### src/hdl/swt_pkg.sv
// Shared types and constants for the shell word tokenizer.
`timescale 1ns / 1ps

package swt_pkg;

    // Result kinds
    typedef enum logic [1:0] {
        K_CHAR = 2'd0,
        K_END  = 2'd1,
        K_LINE = 2'd2,
        K_ERR  = 2'd3
    } t_kind;

    // Quote context of the line
    typedef enum logic [1:0] {
        Q_NONE   = 2'd0,
        Q_SINGLE = 2'd1,
        Q_DOUBLE = 2'd2
    } t_quote;

    // Character held back for a look at its successor
    typedef enum logic [1:0] {
        P_NONE = 2'd0,
        P_BSL  = 2'd1,
        P_DOL  = 2'd2
    } t_pend;

    // Output sequencer states
    typedef enum logic [1:0] {
        S_IDLE  = 2'd0,
        S_EMIT  = 2'd1,
        S_DIGIT = 2'd2
    } t_state;

    localparam int OUT_BITS     = 16;
    localparam int STATUS_BITS  = 32;
    localparam int DIGITS       = 10;
    localparam int BCD_BITS     = 4 * DIGITS;
    localparam int M_DATA_BITS  = ((OUT_BITS + 2 + 7) / 8) * 8;
    localparam int M_PAD_BITS   = M_DATA_BITS - OUT_BITS - 2;
    localparam int CFG_IDX_BITS = 1;

    // Configuration register indexes
    localparam logic [CFG_IDX_BITS-1:0] CFG_EXPAND = 1'b0;
    localparam logic [CFG_IDX_BITS-1:0] CFG_STATUS = 1'b1;

    // Character codes
    localparam logic [7:0] C_SPACE  = 8'h20;
    localparam logic [7:0] C_TAB    = 8'h09;
    localparam logic [7:0] C_SQUOTE = 8'h27;
    localparam logic [7:0] C_DQUOTE = 8'h22;
    localparam logic [7:0] C_DOLLAR = 8'h24;
    localparam logic [7:0] C_STAR   = 8'h2A;
    localparam logic [7:0] C_PIPE   = 8'h7C;
    localparam logic [7:0] C_SEMI   = 8'h3B;
    localparam logic [7:0] C_AMP    = 8'h26;
    localparam logic [7:0] C_QUEST  = 8'h3F;
    localparam logic [7:0] C_USCORE = 8'h5F;
    localparam logic [7:0] C_BSLASH = 8'h5C;
    localparam logic [7:0] C_MINUS  = 8'h2D;
    localparam logic [7:0] C_ZERO   = 8'h30;
    localparam logic [7:0] C_LO_A   = 8'h61;
    localparam logic [7:0] C_LO_Z   = 8'h7A;
    localparam logic [7:0] C_UP_A   = 8'h41;
    localparam logic [7:0] C_UP_Z   = 8'h5A;

    // One result beat
    typedef struct packed {
        t_kind                kind;
        logic [OUT_BITS-1:0]  ch;
        logic                 var_mark;
        logic                 glob;
    } t_res;

    // Request to the binary to decimal unit
    typedef struct packed {
        logic                   start;
        logic [STATUS_BITS-1:0] mag;
    } t_bcd_req;

endpackage

### src/hdl/swt_bcd.sv
// Iterative shift-and-add-3 unit turning the status magnitude into decimal digits.
`timescale 1ns / 1ps

module swt_bcd (
    input  logic                         i_clk,
    input  logic                         i_rst_n,
    input  swt_pkg::t_bcd_req            i_req,
    output logic                         o_done,
    output logic [swt_pkg::BCD_BITS-1:0] o_bcd
);
    import swt_pkg::*;

    localparam int CNT_BITS = $clog2(STATUS_BITS + 1);

    logic                   r_busy, n_busy;
    logic                   r_done, n_done;
    logic [CNT_BITS-1:0]    r_cnt, n_cnt;
    logic [STATUS_BITS-1:0] r_bin, n_bin;
    logic [BCD_BITS-1:0]    r_bcd, n_bcd;
    logic [BCD_BITS-1:0]    w_adj;

    // Add three to every digit of five or more before the shift
    always_comb begin
        for (int i = 0; i < DIGITS; i++) begin
            w_adj[4*i +: 4] = (r_bcd[4*i +: 4] >= 4'd5) ? (r_bcd[4*i +: 4] + 4'd3)
                                                         : r_bcd[4*i +: 4];
        end
    end

    // Load on request, then shift one binary bit in per cycle
    always_comb begin
        n_busy = r_busy;
        n_done = r_done;
        n_cnt  = r_cnt;
        n_bin  = r_bin;
        n_bcd  = r_bcd;
        if (i_req.start) begin
            n_busy = 1'b1;
            n_done = 1'b0;
            n_cnt  = '0;
            n_bin  = i_req.mag;
            n_bcd  = '0;
        end else if (r_busy) begin
            {n_bcd, n_bin} = {w_adj, r_bin} << 1;
            n_cnt = r_cnt + CNT_BITS'(1);
            if (r_cnt == CNT_BITS'(STATUS_BITS - 1)) begin
                n_busy = 1'b0;
                n_done = 1'b1;
            end
        end
    end

    always_ff @(posedge i_clk) begin
        if (!i_rst_n) begin
            r_busy <= 1'b0;
            r_done <= 1'b0;
            r_cnt  <= '0;
        end else begin
            r_busy <= n_busy;
            r_done <= n_done;
            r_cnt  <= n_cnt;
        end
    end

    always_ff @(posedge i_clk) begin
        r_bin <= n_bin;
        r_bcd <= n_bcd;
    end

    assign o_done = r_done;
    assign o_bcd  = r_bcd;

endmodule

### src/hdl/shell_word_tokenizer.sv
// Top level: splits a command line into words, one result beat at a time.
// Results of a taken beat are registered into planned slots, then leave through the
// output register one per cycle while the receiver is ready; no new beat is taken
// until the last result is loaded. A status expansion waits on the shift-add-3 unit,
// then drops leading zeros, and its digits leave one per cycle while the receiver is ready.
// Reset (synchronous, active low) clears config, quote/word state and the sequencer.
`timescale 1ns / 1ps

module shell_word_tokenizer #(
    parameter int CHAR_BITS = 16
) (
    input  logic                              i_clk,
    input  logic                              i_rst_n,
    // slave side
    input  logic                              i_s_tvalid,
    output logic                              o_s_tready,
    input  logic [((CHAR_BITS+7)/8)*8-1:0]    i_s_tdata,  // ch
    input  logic                              i_s_tlast,  // end_of_line
    // master side
    output logic                              o_m_tvalid,
    input  logic                              i_m_tready,
    output logic [swt_pkg::M_DATA_BITS-1:0]   o_m_tdata,  // out_char, variable_mark,
                                                          // glob_expand
    output logic [1:0]                        o_m_tuser,  // kind
    output logic                              o_m_tlast,  // last
    // configuration writes
    input  logic                              i_cfg_valid,
    output logic                              o_cfg_ready,
    input  logic [swt_pkg::CFG_IDX_BITS-1:0]  i_cfg_index,
    input  logic [swt_pkg::STATUS_BITS-1:0]   i_cfg_data
);
    import swt_pkg::*;

    function automatic t_res mk_res(t_kind k, logic [OUT_BITS-1:0] c, logic v, logic g);
        t_res r;
        r.kind     = k;
        r.ch       = c;
        r.var_mark = v;
        r.glob     = g;
        return r;
    endfunction

    // Configuration
    logic                   r_expand;
    logic [STATUS_BITS-1:0] r_status;

    // Line state
    t_quote r_qm, n_qm;
    logic   r_ws, n_ws;
    logic   r_gs, n_gs;
    t_pend  r_pend, n_pend;

    // Planned results of the accepted beat
    t_res       p_slot [0:2];
    logic [1:0] p_cnt;
    logic       p_stat;

    // Sequencer
    t_state     r_state, n_state;
    t_res       r_slot [0:2];
    logic [1:0] r_cnt;
    logic [1:0] r_idx;
    logic       r_stat;
    logic [3:0] r_dig;
    logic       r_nz;

    // Output register
    logic r_ovalid;
    t_res r_out;
    logic r_olast;

    logic                 w_acc;
    logic                 w_free;
    logic                 w_load;
    t_res                 w_out;
    logic                 w_olast;
    logic                 w_skip;
    logic [3:0]           w_digit;
    logic [CHAR_BITS-1:0] w_c;
    logic [OUT_BITS-1:0]  w_c16;
    t_bcd_req             w_req;
    logic                 w_bcd_done;
    logic [BCD_BITS-1:0]  w_bcd;

    logic is_sp, is_tab, is_sq, is_dq, is_dol, is_star, is_bsl, is_quest;
    logic is_esc, is_name;

    assign w_acc       = i_s_tvalid && o_s_tready;
    assign w_free      = !r_ovalid || i_m_tready;
    assign o_s_tready  = (r_state == S_IDLE);
    assign o_cfg_ready = 1'b1;

    // Classify the incoming character
    assign w_c      = i_s_tdata[CHAR_BITS-1:0];
    assign w_c16    = OUT_BITS'(w_c);
    assign is_sp    = (w_c == CHAR_BITS'(C_SPACE));
    assign is_tab   = (w_c == CHAR_BITS'(C_TAB));
    assign is_sq    = (w_c == CHAR_BITS'(C_SQUOTE));
    assign is_dq    = (w_c == CHAR_BITS'(C_DQUOTE));
    assign is_dol   = (w_c == CHAR_BITS'(C_DOLLAR));
    assign is_star  = (w_c == CHAR_BITS'(C_STAR));
    assign is_bsl   = (w_c == CHAR_BITS'(C_BSLASH));
    assign is_quest = (w_c == CHAR_BITS'(C_QUEST));
    assign is_esc   = is_sp || is_tab || is_sq || is_dq || is_dol || is_star ||
                      (w_c == CHAR_BITS'(C_PIPE)) || (w_c == CHAR_BITS'(C_SEMI)) ||
                      (w_c == CHAR_BITS'(C_AMP));
    assign is_name  = ((w_c >= CHAR_BITS'(C_LO_A)) && (w_c <= CHAR_BITS'(C_LO_Z))) ||
                      ((w_c >= CHAR_BITS'(C_UP_A)) && (w_c <= CHAR_BITS'(C_UP_Z))) ||
                      (w_c == CHAR_BITS'(C_USCORE));

    // Plan the results of one beat and the line state it leaves
    always_comb begin
        p_slot[0] = mk_res(K_CHAR, '0, 1'b0, 1'b0);
        p_slot[1] = mk_res(K_CHAR, '0, 1'b0, 1'b0);
        p_slot[2] = mk_res(K_CHAR, '0, 1'b0, 1'b0);
        p_cnt     = 2'd0;
        p_stat    = 1'b0;
        n_qm      = r_qm;
        n_ws      = r_ws;
        n_gs      = r_gs;
        n_pend    = P_NONE;
        if (i_s_tlast) begin
            // flush a held character, then close the word and the line, or flag an open quote
            if (r_pend == P_BSL) begin
                p_slot[p_cnt] = mk_res(K_CHAR, OUT_BITS'(C_BSLASH), 1'b0, 1'b0);
                p_cnt = p_cnt + 2'd1;
            end else if (r_pend == P_DOL) begin
                p_slot[p_cnt] = mk_res(K_CHAR, OUT_BITS'(C_DOLLAR), 1'b0, 1'b0);
                p_cnt = p_cnt + 2'd1;
            end
            if (r_qm != Q_NONE) begin
                p_slot[p_cnt] = mk_res(K_ERR, '0, 1'b0, 1'b0);
                p_cnt = p_cnt + 2'd1;
            end else begin
                if (r_ws) begin
                    p_slot[p_cnt] = mk_res(K_END, '0, 1'b0, r_gs);
                    p_cnt = p_cnt + 2'd1;
                end
                p_slot[p_cnt] = mk_res(K_LINE, '0, 1'b0, 1'b0);
                p_cnt = p_cnt + 2'd1;
            end
            n_qm = Q_NONE;
            n_ws = 1'b0;
            n_gs = 1'b0;
        end else if (r_pend == P_BSL && is_esc) begin
            p_slot[0] = mk_res(K_CHAR, w_c16, 1'b0, 1'b0);
            p_cnt = 2'd1;
        end else if (r_pend == P_DOL && is_quest && r_expand) begin
            // status digits come from the conversion unit; sign goes first
            p_stat = 1'b1;
            if (r_status[STATUS_BITS-1]) begin
                p_slot[0] = mk_res(K_CHAR, OUT_BITS'(C_MINUS), 1'b0, 1'b0);
                p_cnt = 2'd1;
            end
        end else begin
            if (r_pend == P_BSL) begin
                p_slot[p_cnt] = mk_res(K_CHAR, OUT_BITS'(C_BSLASH), 1'b0, 1'b0);
                p_cnt = p_cnt + 2'd1;
            end else if (r_pend == P_DOL) begin
                p_slot[p_cnt] = mk_res(K_CHAR, OUT_BITS'(C_DOLLAR), is_name, 1'b0);
                p_cnt = p_cnt + 2'd1;
            end
            if (r_qm == Q_NONE && (is_sp || is_tab)) begin
                // blank outside quotes ends any open word
                if (r_ws) begin
                    p_slot[p_cnt] = mk_res(K_END, '0, 1'b0, r_gs);
                    p_cnt = p_cnt + 2'd1;
                end
                n_ws = 1'b0;
                n_gs = 1'b0;
            end else begin
                n_ws = 1'b1;
                if (r_qm == Q_NONE && (is_sq || is_dq)) begin
                    n_qm = is_sq ? Q_SINGLE : Q_DOUBLE;
                end else if ((r_qm == Q_SINGLE && is_sq) || (r_qm == Q_DOUBLE && is_dq)) begin
                    n_qm = Q_NONE;
                end else if (is_bsl && r_qm != Q_SINGLE) begin
                    n_pend = P_BSL;
                end else if (is_dol && r_qm != Q_SINGLE) begin
                    n_pend = P_DOL;
                end else begin
                    if (r_qm == Q_NONE && is_star) begin
                        n_gs = 1'b1;
                    end
                    p_slot[p_cnt] = mk_res(K_CHAR, w_c16, 1'b0, 1'b0);
                    p_cnt = p_cnt + 2'd1;
                end
            end
        end
    end

    // Start a conversion of the status magnitude
    assign w_req.start = w_acc && p_stat;
    assign w_req.mag   = r_status[STATUS_BITS-1] ? (STATUS_BITS'(0) - r_status) : r_status;

    swt_bcd u_bcd (
        .i_clk   (i_clk),
        .i_rst_n (i_rst_n),
        .i_req   (w_req),
        .o_done  (w_bcd_done),
        .o_bcd   (w_bcd)
    );

    assign w_digit = w_bcd[{r_dig, 2'b00} +: 4];
    assign w_skip  = !r_nz && (w_digit == 4'd0) && (r_dig != 4'd0);

    // Sequencer outputs: pick the next beat for the output register
    always_comb begin
        w_load  = 1'b0;
        w_out   = mk_res(K_CHAR, '0, 1'b0, 1'b0);
        w_olast = 1'b0;
        unique case (r_state)
            S_IDLE: begin
                w_load = 1'b0;
            end
            S_EMIT: begin
                w_load  = w_free;
                w_out   = r_slot[r_idx];
                w_olast = (r_idx == (r_cnt - 2'd1)) && !r_stat;
            end
            S_DIGIT: begin
                w_load  = w_free && w_bcd_done && !w_skip;
                w_out   = mk_res(K_CHAR, OUT_BITS'(C_ZERO) + OUT_BITS'(w_digit), 1'b0, 1'b0);
                w_olast = (r_dig == 4'd0);
            end
            default: begin
                w_load = 1'b0;
            end
        endcase
    end

    // Sequencer next state
    always_comb begin
        n_state = r_state;
        unique case (r_state)
            S_IDLE: begin
                if (w_acc) begin
                    if (p_cnt != 2'd0) begin
                        n_state = S_EMIT;
                    end else if (p_stat) begin
                        n_state = S_DIGIT;
                    end
                end
            end
            S_EMIT: begin
                if (w_load && (r_idx == (r_cnt - 2'd1))) begin
                    n_state = r_stat ? S_DIGIT : S_IDLE;
                end
            end
            S_DIGIT: begin
                if (w_load && (r_dig == 4'd0)) begin
                    n_state = S_IDLE;
                end
            end
            default: begin
                n_state = S_IDLE;
            end
        endcase
    end

    // Control registers
    always_ff @(posedge i_clk) begin
        if (!i_rst_n) begin
            r_expand <= 1'b0;
            r_status <= '0;
            r_qm     <= Q_NONE;
            r_ws     <= 1'b0;
            r_gs     <= 1'b0;
            r_pend   <= P_NONE;
            r_state  <= S_IDLE;
            r_cnt    <= 2'd0;
            r_idx    <= 2'd0;
            r_stat   <= 1'b0;
            r_dig    <= 4'd0;
            r_nz     <= 1'b0;
            r_ovalid <= 1'b0;
        end else begin
            r_state <= n_state;
            // register writes
            if (i_cfg_valid) begin
                unique case (i_cfg_index)
                    CFG_EXPAND: r_expand <= i_cfg_data[0];
                    CFG_STATUS: r_status <= i_cfg_data;
                    default:    r_status <= r_status;
                endcase
            end
            // take a beat
            if (w_acc) begin
                r_qm   <= n_qm;
                r_ws   <= n_ws;
                r_gs   <= n_gs;
                r_pend <= n_pend;
                r_cnt  <= p_cnt;
                r_idx  <= 2'd0;
                r_stat <= p_stat;
                r_dig  <= 4'(DIGITS - 1);
                r_nz   <= 1'b0;
            end
            // advance through planned beats
            if (r_state == S_EMIT && w_load) begin
                r_idx <= r_idx + 2'd1;
            end
            // walk the digits, dropping leading zeros
            if (r_state == S_DIGIT && w_bcd_done) begin
                if (w_skip) begin
                    r_dig <= r_dig - 4'd1;
                end else if (w_load) begin
                    r_nz <= 1'b1;
                    if (r_dig != 4'd0) begin
                        r_dig <= r_dig - 4'd1;
                    end
                end
            end
            // hold the output until taken
            if (w_load) begin
                r_ovalid <= 1'b1;
            end else if (i_m_tready) begin
                r_ovalid <= 1'b0;
            end
        end
    end

    // Payload registers
    always_ff @(posedge i_clk) begin
        if (w_acc) begin
            r_slot[0] <= p_slot[0];
            r_slot[1] <= p_slot[1];
            r_slot[2] <= p_slot[2];
        end
        if (w_load) begin
            r_out   <= w_out;
            r_olast <= w_olast;
        end
    end

    assign o_m_tvalid = r_ovalid;
    assign o_m_tdata  = {{M_PAD_BITS{1'b0}}, r_out.glob, r_out.var_mark, r_out.ch};
    assign o_m_tuser  = r_out.kind;
    assign o_m_tlast  = r_olast;

    // End of line always leaves the line state at rest
    a_eol_clears: assert property (@(posedge i_clk) disable iff (!i_rst_n)
        (w_acc && i_s_tlast) |=> (r_qm == Q_NONE && !r_ws && !r_gs && r_pend == P_NONE))
        else $error("line state not cleared after end of line");

    // Glob flag only ever rides on a word end
    a_glob_on_end: assert property (@(posedge i_clk) disable iff (!i_rst_n)
        (o_m_tvalid && o_m_tdata[OUT_BITS+1]) |-> (r_out.kind == K_END))
        else $error("glob flag on a beat that is not a word end");

    // Digits follow planned beats only for a status expansion
    a_digit_from_status: assert property (@(posedge i_clk) disable iff (!i_rst_n)
        (r_state == S_EMIT && n_state == S_DIGIT) |-> r_stat)
        else $error("digit phase entered without a status request");

    // Nothing is loaded for output while no item is in flight
    a_no_idle_load: assert property (@(posedge i_clk) disable iff (!i_rst_n)
        w_load |-> (r_state != S_IDLE))
        else $error("result loaded while idle");

endmodule

### config.mk
export PLATFORM = sky130hd
export DESIGN_NAME = shell_word_tokenizer
export DESIGN_NICKNAME = d
export VERILOG_FILES = /design/src/hdl/swt_pkg.sv /design/src/hdl/swt_bcd.sv /design/src/hdl/shell_word_tokenizer.sv
export SDC_FILE = /design/constraint.sdc
export NUM_CORES = 1
export LEC_CHECK = 0
export ABC_AREA = 1
export CAP_MARGIN = 20
export CORE_MARGIN = 3
export CORE_UTILIZATION = 60
export DETAILED_ROUTE_END_ITERATION = 8
export DONT_BUFFER_PORTS = 1
export PLACE_DENSITY = 0.76
export SLEW_MARGIN = 0
export SYNTH_ARGS = -nofsm -noshare
export SYNTH_HDL_FRONTEND = slang
export SYNTH_SLANG_ARGS = --single-unit
### constraint.sdc
create_clock -name i_clk -period 8.8 [get_ports i_clk]
set_input_delay 1.32 -clock i_clk [delete_from_list [all_inputs] [get_ports i_clk]]
set_output_delay 1.32 -clock i_clk [all_outputs]
set_load 0.03 [all_outputs]
After elaboration in Yosys (flattened, before gate mapping)
Memory sizes are Yosys's and may differ from the RTL's. A register that Yosys moved wholly into a read port is not among the register bits.
Cells that the tools add are included.
Widths: inputs -> output; s select.
{"block": "op_classes", "mux": 127, "shift": 1, "reduce_logical": 63, "magnitude_cmp": 20, "bitwise_logic": 11, "addsub": 19, "n_eq_ne": 32}
{"cell": "$mux 60", "count": 11}
{"cell": "$bwmux 60", "count": 3}
{"cell": "$mux 20", "count": 9}
{"cell": "$eq 16x6->1 const B", "count": 8}
{"cell": "$demux 20 s2", "count": 3}
{"cell": "$mux 32", "count": 3}
{"cell": "$mux 2", "count": 42}
{"cell": "$mux 40", "count": 2}
{"cell": "$and 57x57->57", "count": 1}
{"cell": "$not 57->57", "count": 1}
{"cell": "$mux 4", "count": 14}
{"cell": "$and 54x54->54", "count": 1}
{"cell": "$not 54->54", "count": 1}
{"cell": "$eq 16x7->1 const B", "count": 3}
{"cell": "$ge 4x3->1 const B", "count": 10}
{"cell": "$pmux 20 s2", "count": 1}
{"cell": "$shiftx 40x7->4", "count": 1}
{"cell": "$add 4x2->4 const B", "count": 9}
{"cell": "$ge 16x7->1 const B", "count": 2}
{"cell": "$le 16x7->1 const B", "count": 2}
{"cell": "$sub 1x32->32 const A", "count": 1}
{"cell": "$mux 1", "count": 30}
{"cell": "$logic_and 1x1->1", "count": 26}
{"cell": "$mux 8", "count": 3}
{"cell": "other kinds (38)", "count": 86}
{"block": "totals", "in_bits": 55, "out_inout_bits": 30, "n_memories": 1, "ramBits": 60, "word_cells": 297, "regBits": 153}
{"memory": "r_slot", "depth": 3, "width": 20, "read_ports": 1, "rd_clocked_by_memory_dff": 1, "wr": 3, "line": "shell_word_tokenizer.sv:60", "rtl": "t_res r_slot [0:2];"}

Longest topological paths before layout
{"block": "depth", "word_depth": 26, "depth_mapped": 18, "ltp_nobuf": 18}

Cells and area by module
From an unflattened synthesis, not the netlist that was laid out.
{"block": "unflattened", "hier_cells": 1447, "hier_area_um2": 11004.3}
{"module": "shell_word_tokenizer", "instances": 1, "cells_per_inst": 929, "seq_area_each_um2": 2912.8, "area_each_um2": 7053.0}
{"module": "swt_bcd", "instances": 1, "cells_per_inst": 518, "seq_area_each_um2": 1921.8, "area_each_um2": 3951.3}

Worst setup path after synthesis
Ideal clock, no wire load.
{"block": "synth_path", "path_type": "input -> register", "from": "in i_s_tvalid", "to": "reg r_qm[0]", "t_required_ps": 8681, "t_arrival_ps": 3593, "slack_ps": 5089, "stages": 10, "path_buffers": 1, "setup_ps": 119, "path_cell_list": "nand2_1 -> inv_1 -> clkbuf_1 -> nand2_1 -> inv_1 -> nand2_1 -> a31oi_2 -> inv_1 -> o21ai_1 -> a21oi_1"}
{"block": "synth_between", "elab_chain_len": 2}
{"element": "start, declared", "line": "shell_word_tokenizer.sv:15", "rtl": "input logic i_s_tvalid,"}
{"element": "$logic_and 1x1->1", "line": "shell_word_tokenizer.sv:88", "rtl": "assign w_acc = i_s_tvalid && o_s_tready;"}
{"element": "via w_acc", "line": "shell_word_tokenizer.sv:72", "rtl": "logic w_acc;"}
{"element": "$reduce_and 5->1 (no source line)"}
{"element": "end signal, assigned", "line": "shell_word_tokenizer.sv:289", "rtl": "r_qm <= n_qm;"}
{"element": "end, declared", "line": "shell_word_tokenizer.sv:48", "rtl": "t_quote r_qm, n_qm;"}
The timed path passes the listed nets, and every way through them passes these cells.
A chain may end at the register's enable or synchronous reset.

Worst setup path in the final report
{"block": "layout_path", "from": "in i_s_tdata[11]", "to": "reg u_bcd.r_bin[4], enable pin"}
{"block": "layout_between", "elab_chain_len": 14, "elab_cells_between_ends": 26, "cone_classes": "eq/ne (10); mux (3); reduce/logical (13)"}
{"element": "start, declared", "line": "shell_word_tokenizer.sv:17", "rtl": "input logic [((CHAR_BITS+7)/8)*8-1:0] i_s_tdata,"}
{"element": "$eq 16x6->1 or $eq 16x4->1 (tied branches)", "line": "shell_word_tokenizer.sv:96, shell_word_tokenizer.sv:97"}
{"element": "$logic_or 1x1->1 (6 in series)", "line": "shell_word_tokenizer.sv:104", "rtl": "assign is_esc = is_sp || is_tab || is_sq || is_dq || is_dol || is_star ||"}
{"element": "$logic_or 1x1->1 (2 in series)", "line": "shell_word_tokenizer.sv:105", "rtl": "(w_c == CHAR_BITS'(C_PIPE)) || (w_c == CHAR_BITS'(C_SEMI)) ||"}
{"element": "$logic_and 1x1->1", "line": "shell_word_tokenizer.sv:145", "rtl": "end else if (r_pend == P_BSL && is_esc) begin"}
{"element": "$mux 1 (*)", "line": "shell_word_tokenizer.sv:145"}
{"element": "$mux 1 (*)", "line": "shell_word_tokenizer.sv:122", "rtl": "if (i_s_tlast) begin"}
{"element": "$logic_and 1x1->1 (*)", "line": "shell_word_tokenizer.sv:193", "rtl": "assign w_req.start = w_acc && p_stat;"}
{"element": "$reduce_bool 2->1 (no source line) (*)"}
{"element": "end signal, assigned", "line": "swt_bcd.sv:66", "rtl": "r_bin <= n_bin;"}
{"element": "end, declared", "line": "swt_bcd.sv:18", "rtl": "logic [STATUS_BITS-1:0] r_bin, n_bin;"}
Mark *: on every way between the ends. The rest lies on a longest branch, timed or not.

==> results.sh <==
export IMPL_finalCriticalPeriod_ns=3.54
export IMPL_worstSetupPathType="in -> reg"
export IMPL_grt_start_max_net_pins=73
export IMPL_placed_area_um2=10900
export IMPL_cts_htree_levels=4
export IMPL_dieArea_um2=19800
export IMPL_irDropWorstVdd_v=0.000161
export IMPL_yosysTopAreaCellShare=0.257
export IMPL_yosysSeqAreaShare=0.445
export IMPL_drv_cap=0
export IMPL_drtPass1Iterations=5
export IMPL_drt_initial_drc_count=627
export IMPL_synth_main_ff_cell="dfxtp_1"
export IMPL_start_util=0.620
export IMPL_slew_headroom=0.329
export IMPL_crit_path_start_kind="input port"
export IMPL_cts_path_max_buffers=2
export IMPL_synth_area_top_cells="edfxtp_1 26%, dfxtp_1 19%, nand2_1 9.2%"
export IMPL_p_per_area_nw_per_um2=208
export IMPL_n_fill_cell=1523
export IMPL_ctsHoldBuffers=0
export IMPL_cts_tree="done"
export IMPL_pin_count=85
export IMPL_wl_per_cell_um=14.0
export IMPL_clkSinkCount=195
export IMPL_vias=8759
export IMPL_via_per_inst=5.44
export IMPL_grtUsageTotal=0.231
export IMPL_final_area_um2=11500
export IMPL_antenna_found_initial=0
export IMPL_cts_clk_slew_worst_paths_ns=0.07
export IMPL_slew_viol_final=0
export IMPL_period_share=0.402
export IMPL_ys_warn_count=0
export IMPL_worstPathArrival_ns=3.64
export IMPL_netlist_instances=1404
export IMPL_clockRootBuffer="clkbuf_16"
export IMPL_rsz0062_at_grt="no"
export IMPL_synth_edf_count=93
export IMPL_yosysTopAreaCell="edfxtp_1"
export IMPL_cts_setup_buffers=0
export IMPL_fp_dieH_um=141
export IMPL_seqCellArea_um2=4840
export IMPL_worst_pin_slew_ns=1.00
export IMPL_critPathMaxFanout=65
export IMPL_grt_pass1_vias=8131
export IMPL_ys_types=48
export IMPL_total_power_uw=2380
export IMPL_syn_area_um2=10900
export IMPL_setup_viol=0
export IMPL_whs_ns=0.470
export IMPL_drive_above_1_share=0.0722
export IMPL_final_hold_viol_count=0
export IMPL_multiInputGateArea_um2=4950
export IMPL_row_count=48
export IMPL_setup_tns_ns=0
export IMPL_drt_antenna_violating_nets=0
export IMPL_grt_overflow=0
export IMPL_swShare=0.333
export IMPL_endpoint_kind="flop"
export IMPL_final_util=0.653
export IMPL_fin_nets=1464
export IMPL_p_comb_frac=0.194
export IMPL_cts_resized_gates=0
export IMPL_p_seq_frac=0.496
export IMPL_max_freq_mhz=282
export IMPL_p_switching_uw=793
export IMPL_p_clk_frac=0.309
export IMPL_internal_power_uw=1590
export IMPL_wl_um=22600
export IMPL_coreArea_um2=17500
export IMPL_drc=0
export IMPL_gp_congestion=0.917
export IMPL_die_x_um=141
export IMPL_crit_required_ns=8.90
export IMPL_syn_to_final_growth_pct=5.35
export IMPL_ys_ff_latch=195
export IMPL_min_path_type="reg -> reg"
export IMPL_status="complete, no violations"
export IMPL_port_buffers=0
export IMPL_grt_pass1_wl_um=38100
export IMPL_cts_buffers=17
export IMPL_avgSynthCellArea_um2=7.74
export IMPL_fin_skew_ns=0.00762
export IMPL_diodes=0
export IMPL_clk_latency_ns=0.44
export IMPL_cellLeakagePower_uw=0.00496
export IMPL_postSynth_asyncResetShare=0
export IMPL_hpwl_um=15900
## worst max-delay path: stages
cell	delay, ns
nor2_1	0.12
nand2_1	0.08
nor2_2	0.46
inv_1	0.19
nor2_1	0.20
nand2_1	0.15
nor2_4	0.20
inv_2	0.04
buf_4	0.31
nand2_1	0.14
buf_4	0.39
## routing by layer
layer  GRT usage  up-vias  wire length [um]
li1            -     4491                 -
met2       0.369      228             10400
met1       0.322     4016             10500
met3      0.0495       24              1340
met4      0.0653        0               284
met5           0        -                 0
## cell families (layout without fill, tap and decap cells)
group,after synthesis,after routing,synth area share
simple gates,602,602,0.245
buf+inv,273,250,0.102
compound gates,258,258,0.135
flops,195,195,0.445
xor+xnor,38,38,0.0306
fa+ha+maj,36,36,0.0414
other cells,2,7,0.000691
## cells in the mapped netlist, types with 7 or more instances
library cell and instances:
nand2_2 7, nand3_2 7, nor2_2 11, nor2_4 12, o211ai_1 20, o21ai_0 119, nor2_1 190, nand2_1 266
clkbuf_1 32, buf_4 13, inv_1 195, buf_2 11, ha_1 36, xnor2_1 11, xor2_1 27, nor3_1 17
inv_2 14, a21oi_1 61, nand3_1 57, edfxtp_1 93, o221ai_1 19, dfxtp_1 102, o21ai_1 21, nand4_1 14
## stage by stage
step                      setup WS [ns]  instances
after floorplan                    5.09       1409
after global placement             4.88       1579
after detailed placement           4.82       1579
after CTS                          5.29       1611
after global routing               4.96       1611
final                              5.26       1611
## cell usage in the layout, fill, tap and decap left out, types with 4 or more instances in the layout
cell	netlist	routed
a21oi_1	61	61
buf_4	13	5
clkbuf_16	0	17
clkinv_1	4	8
conb_1	2	7
dfxtp_1	102	101
edfxtp_1	93	93
ha_1	36	36
inv_1	195	194
inv_2	14	14
inv_6	0	4
inv_8	0	4
nand2_1	266	266
nand2_2	7	7
nand3_1	57	57
nand3_2	7	7
nand3b_1	4	4
nand4_1	14	14
nor2_1	190	190
nor2_2	11	11
nor2_4	12	12
nor3_1	17	17
nor3_2	4	4
nor4_1	4	4
o211ai_1	20	20
o21ai_0	119	119
o21ai_1	21	21
o221ai_1	19	19
or2_2	4	4
xnor2_1	11	11
xor2_1	27	27
## final cells by class
type	instances	area share
multi-input combinational	941	0.432
sequential	195	0.422
inverter	213	0.0698
clock buffer	17	0.0372
tap	225	0.0246
clock inverter	15	0.0108
timing repair buffer	5	0.00328
## power by group through the flow
stage          clock [uW]  sequential (uW)  combinational (uW)
4_1_cts               748             1180                 461
3_5_place_dp            0             1200                 456
3_3_place_gp            0             1200                 444
6_report              737             1180                 463
2_1_floorplan           0             1170                 383
5_1_grt               782             1200                 531
## state kept, by name (all words and copies together) (netlist names), 4 cells and up, named ones only
| register | flops |
|---|---|
| u_bcd.r_cnt | 6 |
| o_m_tdata | 18 |
| u_bcd.o_bcd | 40 |
| r_status | 32 |
| r_slot | 40 |
| u_bcd.r_bin | 32 |
| r_dig | 4 |
## final timing paths
path | slack (ns) | to | startpoint | cells past startpoint
worst max-delay path | 5.26 | u_bcd.r_bin[4] | i_s_tdata[11] | 11
worst min register to register | 0.47 | r_nz | r_nz | 2
worst max register to register | 5.30 | r_state[1] | r_dig[0] | 16
worst min-delay path | 0.47 | r_nz | r_nz | 2
(Power assumes the default switching activity.)
